## config.mk

```make
export PLATFORM = sky130hd
export DESIGN_NAME = ipv4_dotted_decimal_parser_flat
export DESIGN_NICKNAME = d
export VERILOG_FILES = /design/src/ipv4p_pkg.sv /design/src/ipv4p_if.sv /design/src/ipv4_dotted_decimal_parser.sv /design/src/flat_wrapper.sv
export SDC_FILE = /design/constraint.sdc
export NUM_CORES = 1
export LEC_CHECK = 0
export BUFFER_PORTS_ARGS = -buffer_cell sky130_fd_sc_hd__buf_2
export CAP_MARGIN = 10
export CORE_MARGIN = 3
export CORE_UTILIZATION = 45
export CTS_CLUSTER_DIAMETER = 80
export CTS_CLUSTER_SIZE = 12
export DETAILED_ROUTE_END_ITERATION = 8
export GPL_TIMING_DRIVEN = 0
export PLACE_DENSITY = 0.63
export RECOVER_POWER = 50
export SLEW_MARGIN = 20
export SYNTH_ARGS = -nofsm -noshare
export SYNTH_HDL_FRONTEND = slang
export SYNTH_SLANG_ARGS = --single-unit
```

## constraint.sdc

```tcl
create_clock -name clk -period 4.2 [get_ports clk]
set_input_delay 0.63 -clock clk [delete_from_list [all_inputs] [get_ports clk]]
set_output_delay 0.63 -clock clk [all_outputs]
set_load 0.02 [all_outputs]
```

## src/ipv4p_pkg.sv

```systemverilog
`timescale 1ns / 1ps

package ipv4p_pkg;

    localparam int SYMBOL_W  = 8;
    localparam int ADDRESS_W = 32;
    localparam int STATUS_W  = 3;
    localparam int OCTET_W   = 8;
    localparam int NUM_DOTS  = 3;

    localparam logic [SYMBOL_W-1:0] DOT_CHAR  = 8'h2E;
    localparam logic [SYMBOL_W-1:0] ZERO_CHAR = 8'h30;
    localparam logic [SYMBOL_W-1:0] NINE_CHAR = 8'h39;

    localparam logic [11:0] OCTET_MAX  = 12'd255;
    localparam logic [1:0]  MAX_DIGITS = 2'd3;
    localparam logic [1:0]  LAST_DOT   = 2'd3;

    typedef enum logic [STATUS_W-1:0] {
        ST_OK                = 3'd0,
        ST_TOO_MANY_DIGITS   = 3'd1,
        ST_OVER_255          = 3'd2,
        ST_EMPTY_OCTET       = 3'd3,
        ST_TOO_MANY_DOTS     = 3'd4,
        ST_BAD_CHAR          = 3'd5,
        ST_TRAILING_OR_EMPTY = 3'd6,
        ST_DOT_COUNT         = 3'd7
    } status_t;

endpackage

```

## src/ipv4p_if.sv

```systemverilog
`timescale 1ns / 1ps

interface ipv4p_text_if;
    logic                              valid;
    logic                              ready;
    logic [ipv4p_pkg::SYMBOL_W-1:0]    symbol;
    logic                              end_of_text;

    modport source (output valid, output symbol, output end_of_text, input ready);
    modport sink   (input valid, input symbol, input end_of_text, output ready);
endinterface

interface ipv4p_result_if;
    logic                              valid;
    logic                              ready;
    logic [ipv4p_pkg::ADDRESS_W-1:0]   address;
    logic [ipv4p_pkg::STATUS_W-1:0]    status;

    modport source (output valid, output address, output status, input ready);
    modport sink   (input valid, input address, input status, output ready);
endinterface

```

## src/ipv4_dotted_decimal_parser.sv

```systemverilog
`timescale 1ns / 1ps

// Channel   Dir  Payload                          Beat
// text      in   symbol[7:0], end_of_text         one character or the end marker
// result    out  address[31:0], status[2:0]       one per end marker
//
// One beat per cycle on text while text.ready is high.
// A character updates the parse state at the next edge. An end marker loads the
// result register at that edge, so result.valid rises once the end beat has passed
// the input register, unless a stalled result still holds the result register.
// The cost is one input register, a multiply-by-ten/add/compare, one result register.
// rst_n clears the parse state and both valid flags; the octet store is not reset.
// A stalled result holds its register; text keeps flowing until an end marker
// reaches the input register behind it, then text.ready drops.

module ipv4_dotted_decimal_parser (
    input  logic             clk,
    input  logic             rst_n,
    ipv4p_text_if.sink       text,
    ipv4p_result_if.source   result
);
    import ipv4p_pkg::*;

    // input register
    logic                 stage_valid_reg, stage_valid_next;
    logic [SYMBOL_W-1:0]  stage_symbol_reg;
    logic                 stage_end_reg;

    // parse state
    logic [OCTET_W-1:0]   octet_reg, octet_next;
    logic [1:0]           digits_reg, digits_next;
    logic [1:0]           dots_reg, dots_next;
    status_t              error_reg, error_next;
    logic [OCTET_W-1:0]   done_octet_reg [NUM_DOTS];
    logic                 done_we;

    // result register
    logic                 out_valid_reg, out_valid_next;
    logic [ADDRESS_W-1:0] out_address_reg, out_address_next;
    status_t              out_status_reg, out_status_next;

    logic                 advance;
    logic                 take_in;
    logic                 is_digit;
    logic [11:0]          scaled;
    status_t              end_status;

    assign advance = stage_valid_reg
                     && (!stage_end_reg || !out_valid_reg || result.ready);
    assign text.ready = !stage_valid_reg || advance;
    assign take_in    = text.valid && text.ready;

    assign result.valid   = out_valid_reg;
    assign result.address = out_address_reg;
    assign result.status  = out_status_reg;

    // octet*10 + digit, 12 bits holds up to 2559
    assign scaled = {1'b0, octet_reg, 3'b000} + {3'b000, octet_reg, 1'b0}
                    + {8'd0, stage_symbol_reg[3:0]};

    always_comb
    begin
        is_digit = stage_symbol_reg inside {[ZERO_CHAR:NINE_CHAR]};
    end

    always_comb
    begin
        if (error_reg != ST_OK)
            end_status = error_reg;
        else if (digits_reg == 2'd0)
            end_status = ST_TRAILING_OR_EMPTY;
        else if (dots_reg != LAST_DOT)
            end_status = ST_DOT_COUNT;
        else
            end_status = ST_OK;
    end

    always_comb
    begin
        stage_valid_next = stage_valid_reg;
        octet_next       = octet_reg;
        digits_next      = digits_reg;
        dots_next        = dots_reg;
        error_next       = error_reg;
        done_we          = 1'b0;
        out_valid_next   = out_valid_reg;
        out_address_next = out_address_reg;
        out_status_next  = out_status_reg;

        if (result.ready)
            out_valid_next = 1'b0;

        if (advance)
        begin
            stage_valid_next = 1'b0;
            if (stage_end_reg)
            begin
                out_valid_next  = 1'b1;
                out_status_next = end_status;
                if (end_status == ST_OK)
                    out_address_next = {octet_reg, done_octet_reg[2],
                                        done_octet_reg[1], done_octet_reg[0]};
                else
                    out_address_next = '0;
                octet_next  = '0;
                digits_next = '0;
                dots_next   = '0;
                error_next  = ST_OK;
            end
            else if (error_reg == ST_OK)
            begin
                if (is_digit)
                begin
                    if (digits_reg >= MAX_DIGITS)
                        error_next = ST_TOO_MANY_DIGITS;
                    else if (scaled > OCTET_MAX)
                        error_next = ST_OVER_255;
                    else
                    begin
                        octet_next  = scaled[OCTET_W-1:0];
                        digits_next = digits_reg + 2'd1;
                    end
                end
                else if (stage_symbol_reg == DOT_CHAR)
                begin
                    if (digits_reg == 2'd0)
                        error_next = ST_EMPTY_OCTET;
                    else if (dots_reg >= LAST_DOT)
                        error_next = ST_TOO_MANY_DOTS;
                    else
                    begin
                        done_we     = 1'b1;
                        dots_next   = dots_reg + 2'd1;
                        octet_next  = '0;
                        digits_next = '0;
                    end
                end
                else
                begin
                    error_next = ST_BAD_CHAR;
                end
            end
        end

        if (take_in)
            stage_valid_next = 1'b1;
    end

    always_ff @(posedge clk or negedge rst_n)
    begin
        if (!rst_n)
        begin
            stage_valid_reg <= 1'b0;
            octet_reg       <= '0;
            digits_reg      <= '0;
            dots_reg        <= '0;
            error_reg       <= ST_OK;
            out_valid_reg   <= 1'b0;
        end
        else
        begin
            stage_valid_reg <= stage_valid_next;
            octet_reg       <= octet_next;
            digits_reg      <= digits_next;
            dots_reg        <= dots_next;
            error_reg       <= error_next;
            out_valid_reg   <= out_valid_next;
        end
    end

    always_ff @(posedge clk)
    begin
        if (take_in)
        begin
            stage_symbol_reg <= text.symbol;
            stage_end_reg    <= text.end_of_text;
        end
        if (done_we)
            done_octet_reg[dots_reg] <= octet_reg;
        out_address_reg <= out_address_next;
        out_status_reg  <= out_status_next;
    end

endmodule

```

## src/flat_wrapper.sv

```systemverilog
// flat-port wrapper written by rule: the top's interface ports become plain ports
module ipv4_dotted_decimal_parser_flat import ipv4p_pkg::*;
  (clk, rst_n, text_valid, text_symbol, text_end_of_text, text_ready, result_valid, result_address, result_status, result_ready);
  ipv4p_text_if text_i ();
  ipv4p_result_if result_i ();
  input  logic clk;
  input  logic rst_n;
  input wire logic [$bits(text_i.valid)-1:0] text_valid;
  input wire logic [$bits(text_i.symbol)-1:0] text_symbol;
  input wire logic [$bits(text_i.end_of_text)-1:0] text_end_of_text;
  output wire logic [$bits(text_i.ready)-1:0] text_ready;
  output wire logic [$bits(result_i.valid)-1:0] result_valid;
  output wire logic [$bits(result_i.address)-1:0] result_address;
  output wire logic [$bits(result_i.status)-1:0] result_status;
  input wire logic [$bits(result_i.ready)-1:0] result_ready;
  assign text_i.valid = text_valid;
  assign text_i.symbol = text_symbol;
  assign text_i.end_of_text = text_end_of_text;
  assign text_ready = text_i.ready;
  assign result_valid = result_i.valid;
  assign result_address = result_i.address;
  assign result_status = result_i.status;
  assign result_i.ready = result_ready;
  ipv4_dotted_decimal_parser u_core (.clk(clk), .rst_n(rst_n), .text(text_i), .result(result_i));
endmodule
```

[Word level (Yosys, flattened, before mapping)]
Memories as Yosys holds them, arrays and structs flattened. A register that Yosys moved wholly into a read port is not among the register bits.
Index checks and enable logic that the tools add are counted.
Cells by class
  div/mod/pow operators: 0
  bitwise gates (word level): 0
  $lt $le $gt $ge: 5
  reduce and logical (&&, ||, !) cells: 24
  shift-type cells: 0
  $mul: 0
  mux-type cells: 47
  equality and inequality tests: 11
  add/sub/neg operators: 4
Operators with widths (number)
  8-bit 2-to-1 mux: 8
  3-bit 2-to-1 mux: 11
  2-bit 2-to-1 mux: 14
  1-bit 2-to-1 mux: 14
  11-bit by 9-bit adder with 12-bit output: 1
  12-bit by 4-bit adder with 12-bit output: 1
  12-bit by 8-bit > comparator with 1-bit output, second input constant: 1
  8-bit by 6-bit == test with 1-bit output, second input constant: 1
  8-bit by 6-bit greater-or-equal comparator with 1-bit output, second input constant: 1
  8-bit by 6-bit <= comparator with 1-bit output, second input constant: 1
  7-bit AND reduction: 1
  1-bit zero test: 6
  3-bit zero test: 2
  2-bit by 1-bit != test with 1-bit output, second input constant: 3
  3-bit by 1-bit != test with 1-bit output, second input constant: 2
  3-bit by 2-bit != test with 1-bit output, second input constant: 2
  6-bit AND reduction: 1
  2-bit nonzero test: 3
  3-bit nonzero test: 2
  5-bit by 2-bit != test with 1-bit output, second input constant: 1
  2-bit by 1-bit adder with 2-bit output, second input constant: 2
  2-bit greater-or-equal comparator, second input constant: 2
  4-bit by 3-bit != test with 1-bit output, second input constant: 1
  4-bit AND reduction: 1
  other kinds (5): 9
Word-level totals
  output and inout bits: 37
  RAM bits: 24
  ROM bits: 0
  register bits after elaboration: 61
  memories: 1
  logic and storage cells: 102
  input bits: 13
  latch bits: 0
Memories
  u_core.done_octet_reg: depth 3, width 8, rd ports 3, clocked after Yosys merged registers in 3, write ports 1, RTL line ipv4_dotted_decimal_parser.sv:34  | logic [OCTET_W-1:0] done_octet_reg [NUM_DOTS];

[Logic depth before layout (Yosys ltp)]
  depth in word-level cells: 10
  mapped depth: 11
  gate-level depth less buffers: 10

[Least setup slack after synthesis]
No wires, ideal clock.
  kind: reg2reg
  start: register u_core.octet_reg[0]
  end: register u_core.digits_reg[0]
  clock period less this slack: 2.861 ns
  path buffers: 0
  path slack: 1.339 ns
  arrival time: 2.736 ns
  library setup time: 0.125 ns
  stages on the path, launching flop included: 11
  data required time: 4.075 ns
  cell sequence: dfrtp_1 -> inv_1 -> fa_1 -> inv_1 -> ha_1 -> a211oi_2 -> o21ai_1 -> o31a_1 -> a32oi_4 -> a31oi_4 -> mux2_2
Between the ends
  word-level cells in the longest chain between the ends: 5
RTL lines
  start, declared: RTL line ipv4_dotted_decimal_parser.sv:30  | logic [OCTET_W-1:0] octet_reg, octet_next;
  start signal, assigned: RTL line ipv4_dotted_decimal_parser.sv:163  | octet_reg <= octet_next;
  11-bit by 9-bit adder with 12-bit output: RTL line ipv4_dotted_decimal_parser.sv:58  | assign scaled = {1'b0, octet_reg, 3'b000} + {3'b000, octet_reg, 1'b0}
  12-bit by 4-bit adder with 12-bit output: RTL line ipv4_dotted_decimal_parser.sv:59  | + {8'd0, stage_symbol_reg[3:0]};
  12-bit by 8-bit > comparator with 1-bit output: RTL line ipv4_dotted_decimal_parser.sv:116  | else if (scaled > OCTET_MAX)
  3-bit by 2-bit != test with 1-bit output (no source line)
  7-bit AND reduction (no source line)
  end signal, assigned: RTL line ipv4_dotted_decimal_parser.sv:164  | digits_reg <= digits_next;
  end, declared: RTL line ipv4_dotted_decimal_parser.sv:31  | logic [1:0] digits_reg, digits_next;
No other way between the ends.
A chain may end at the register's enable or synchronous reset.

[Final worst setup path]
Ends and elaborated chain as after synthesis.

==> reports/qor.csv <==
metric,value,unit
crit path buf inv count,1,
synth warn,0,
Total GRT Usage,14.26,%
Slew Limit Fails,0,
"FFs w/ async S/R, synth",20.00,%
worst endpoint required time,4430,ps
vias,2314,
max reg flops,32,
Tcrit/Tclk final,77.05,%
H-Tree Level Count,3,
worst-margin pin slew,1289,ps
most numerous cell in the Yosys netlist,edfxtp_1,
outcome,finished clean,
Synth-to-Final Area Change,13.31,%
Die ar.,0.009820,mm2
"CP delay by family, top",compound AO/OA/AOI/OAI gates,
pin count of the biggest net entering global routing,36,
initial antenna violation count,0,
Setup-failing EPs final,0,
RSZ-0062 raised after global routing,no,
WS Path Type,reg -> reg,
core region area,0.008299,mm2
starting density of the core,46.99,%
Max-Cap Viols,0,
CP cell instances,inv_1 > fa_1 > fa_1 > nand2b_1 > a211oi_1 > o211ai_1 > a22oi_4 > a31oi_4 > mux2_2,
antenna cells,0,
CTS resizes,0,
setup TNS,0,ps
share of cells above drive strength 1,12.61,%
postcts setup bufs,0,
Finished Core Util,53.25,%
drt wl/cell,14.99,um
ANT nets after route,0,
CTS Hold Buffers Added,0,
CP endpoint kind,flip-flop,
1st-iter DRT viols,162,
Post-route DRC,0,
nets@finish,372,
drt pass-1 iters,4,
Most common cell on crit path,fa_1,
TritonCTS Buffers,9,
largest area contributor in the netlist,edfxtp_1,
CTS sink cnt,85,
crit-path max cell delay,530,ps
fmax,0.3090,GHz
remaining global-route overflow,0,
Tmin final,3236,ps
"Top FF cell, synth",edfxtp_1,
Final GP Congestion,0.7876,
# fillers,701,
std cell rows,33,
synthesized flop and latch total,85,
crit path max fanout,8,
Leak,1.713,nW
number of cells produced by synthesis,276,
Area contributors post-synth,"edfxtp_1, dfrtp_1, ha_1",
Min-Delay Path Class,in -> async,
CTS tree,done,
"Data arrival, critical path",3460,ps
"Reg clk slew, reported paths",80,ps
total detailed-routing wirelength,6686,um
PortBufs,49,
Rel. slew slack,13.94,%
Clock Skew,12.12,ps
die width,99.10,um
P per Cell Area,367.8,mW/mm2
top cell type's share of synthesized area,52.36,%
Mapped Area,0.003900,mm2
die height,99.10,um
Worst setup SP type,flip-flop,
commonest cells in the netlist,"edfxtp_1, and2_1, ha_1",
post-synth net total,312,
slowest CP cell,fa_1,
Yosys cell types,56,
Post-synth EDFFs,68,
first-pass GRT wire length,10920,um
sequential fraction of the synthesis area,63.27,%
clk buf depth,2,
I/O pins,50,
Mapped Avg Cell Area,14.13,um2
Fin. Hold Viols,0,
placed wire-length estimate,4675,um
DR vias/cell,5.188,
clock root buffer,clkbuf_8,
vias in the first global route,2194,
clk_lat worst skew,350,ps
Max VDD drop,0.1653,mV
where the power goes:
| group | internal [W] | total (W) | switching (W) | leakage [nW] |
|---|---|---|---|---|
| Sequential | 0.000940 | 0.000959 | 0.0000195 | 0.866 |
| Clock | 0.000274 | 0.000563 | 0.000289 | 0.0903 |
| Combinational | 0.0000358 | 0.000103 | 0.0000673 | 0.757 |
worst paths after layout:
check	startpoint	endpoint	slack, ps	cells after the start
worst max register to register	u_core.octet_reg[0]	u_core.digits_reg[0]	960	9
max in group asynchronous	rst_n	u_core.digits_reg[0]	3260	1
min in group clk	text_symbol[0]	u_core.stage_symbol_reg[0]	450	1
worst min register to register	u_core.done_octet_reg[1][4]	u_core.result.address[12]	520	1
worst max-delay path	u_core.octet_reg[0]	u_core.digits_reg[0]	960	9
worst min-delay path	rst_n	u_core.error_reg[2]	380	1
final cells by class:
cell class | count | area, um2 | area share, %
buffer | 8 | 47.55 | 1.076
clock buffer | 10 | 127.6 | 2.888
clock inverter | 6 | 62.56 | 1.416
inverter | 15 | 56.30 | 1.274
multi-input combinational | 168 | 1329 | 30.07
sequential | 85 | 2467 | 55.83
tap | 105 | 131.4 | 2.973
timing repair buffer | 49 | 197.7 | 4.473
cells in the final DEF (no fill, tap or decap), types with 2 or more instances in the layout:
| master | count |
|---|---|
| a211oi_1 | 3 |
| a21boi_0 | 2 |
| a21o_1 | 4 |
| a21oi_1 | 11 |
| a22o_1 | 7 |
| and2_1 | 38 |
| buf_2 | 13 |
| buf_6 | 2 |
| clkbuf_1 | 43 |
| clkbuf_8 | 9 |
| clkinvlp_4 | 2 |
| dfrtp_1 | 17 |
| edfxtp_1 | 68 |
| fa_1 | 2 |
| ha_1 | 21 |
| inv_1 | 15 |
| mux2_2 | 2 |
| nand2_1 | 8 |
| nand2b_1 | 6 |
| nand3_1 | 5 |
| nand4_1 | 2 |
| nand4b_1 | 3 |
| nor2_1 | 7 |
| nor4_1 | 2 |
| o21a_1 | 2 |
| o21ai_0 | 4 |
| o21ai_1 | 4 |
| o31a_1 | 2 |
| o32a_1 | 2 |
| xnor2_1 | 2 |
through the flow:
step           total power [W]  cells  hold slack [ps]  instance area, um2  setup WS, ps
6_report              0.001625    446            379.5                4419         964.1
5_1_grt               0.001698    446            435.2                4419         685.8
4_1_cts               0.001646    446            194.1                4467         901.1
3_5_place_dp          0.001088    430            506.1                4277         917.5
3_3_place_gp          0.001086    430            502.9                4277         982.4
2_1_floorplan         0.001049    276            334.4                3900          1339
routing by layer:
metal | GRT usage [%] | wire [um] | up-vias
met3 | 3.927 | 386 | 6
met4 | 3.782 | 59 | 0
met2 | 22.11 | 3117 | 60
li1 | - | - | 1153
met1 | 20.00 | 3124 | 1095
met5 | 0 | 0 | -
cells by family after synthesis:
kind of cell             share of synthesized area, %
multiplexers                                   0.5774
XOR/XNOR                                       0.6738
flip-flops                                      63.27
AO/OA/AOI/OAI                                   12.16
adder cells (fa/ha/maj)                         7.764
buffers and inverters                           2.663
AND/OR/NAND/NOR                                 12.90
Note: power is estimated with default switching activity, not from simulation.
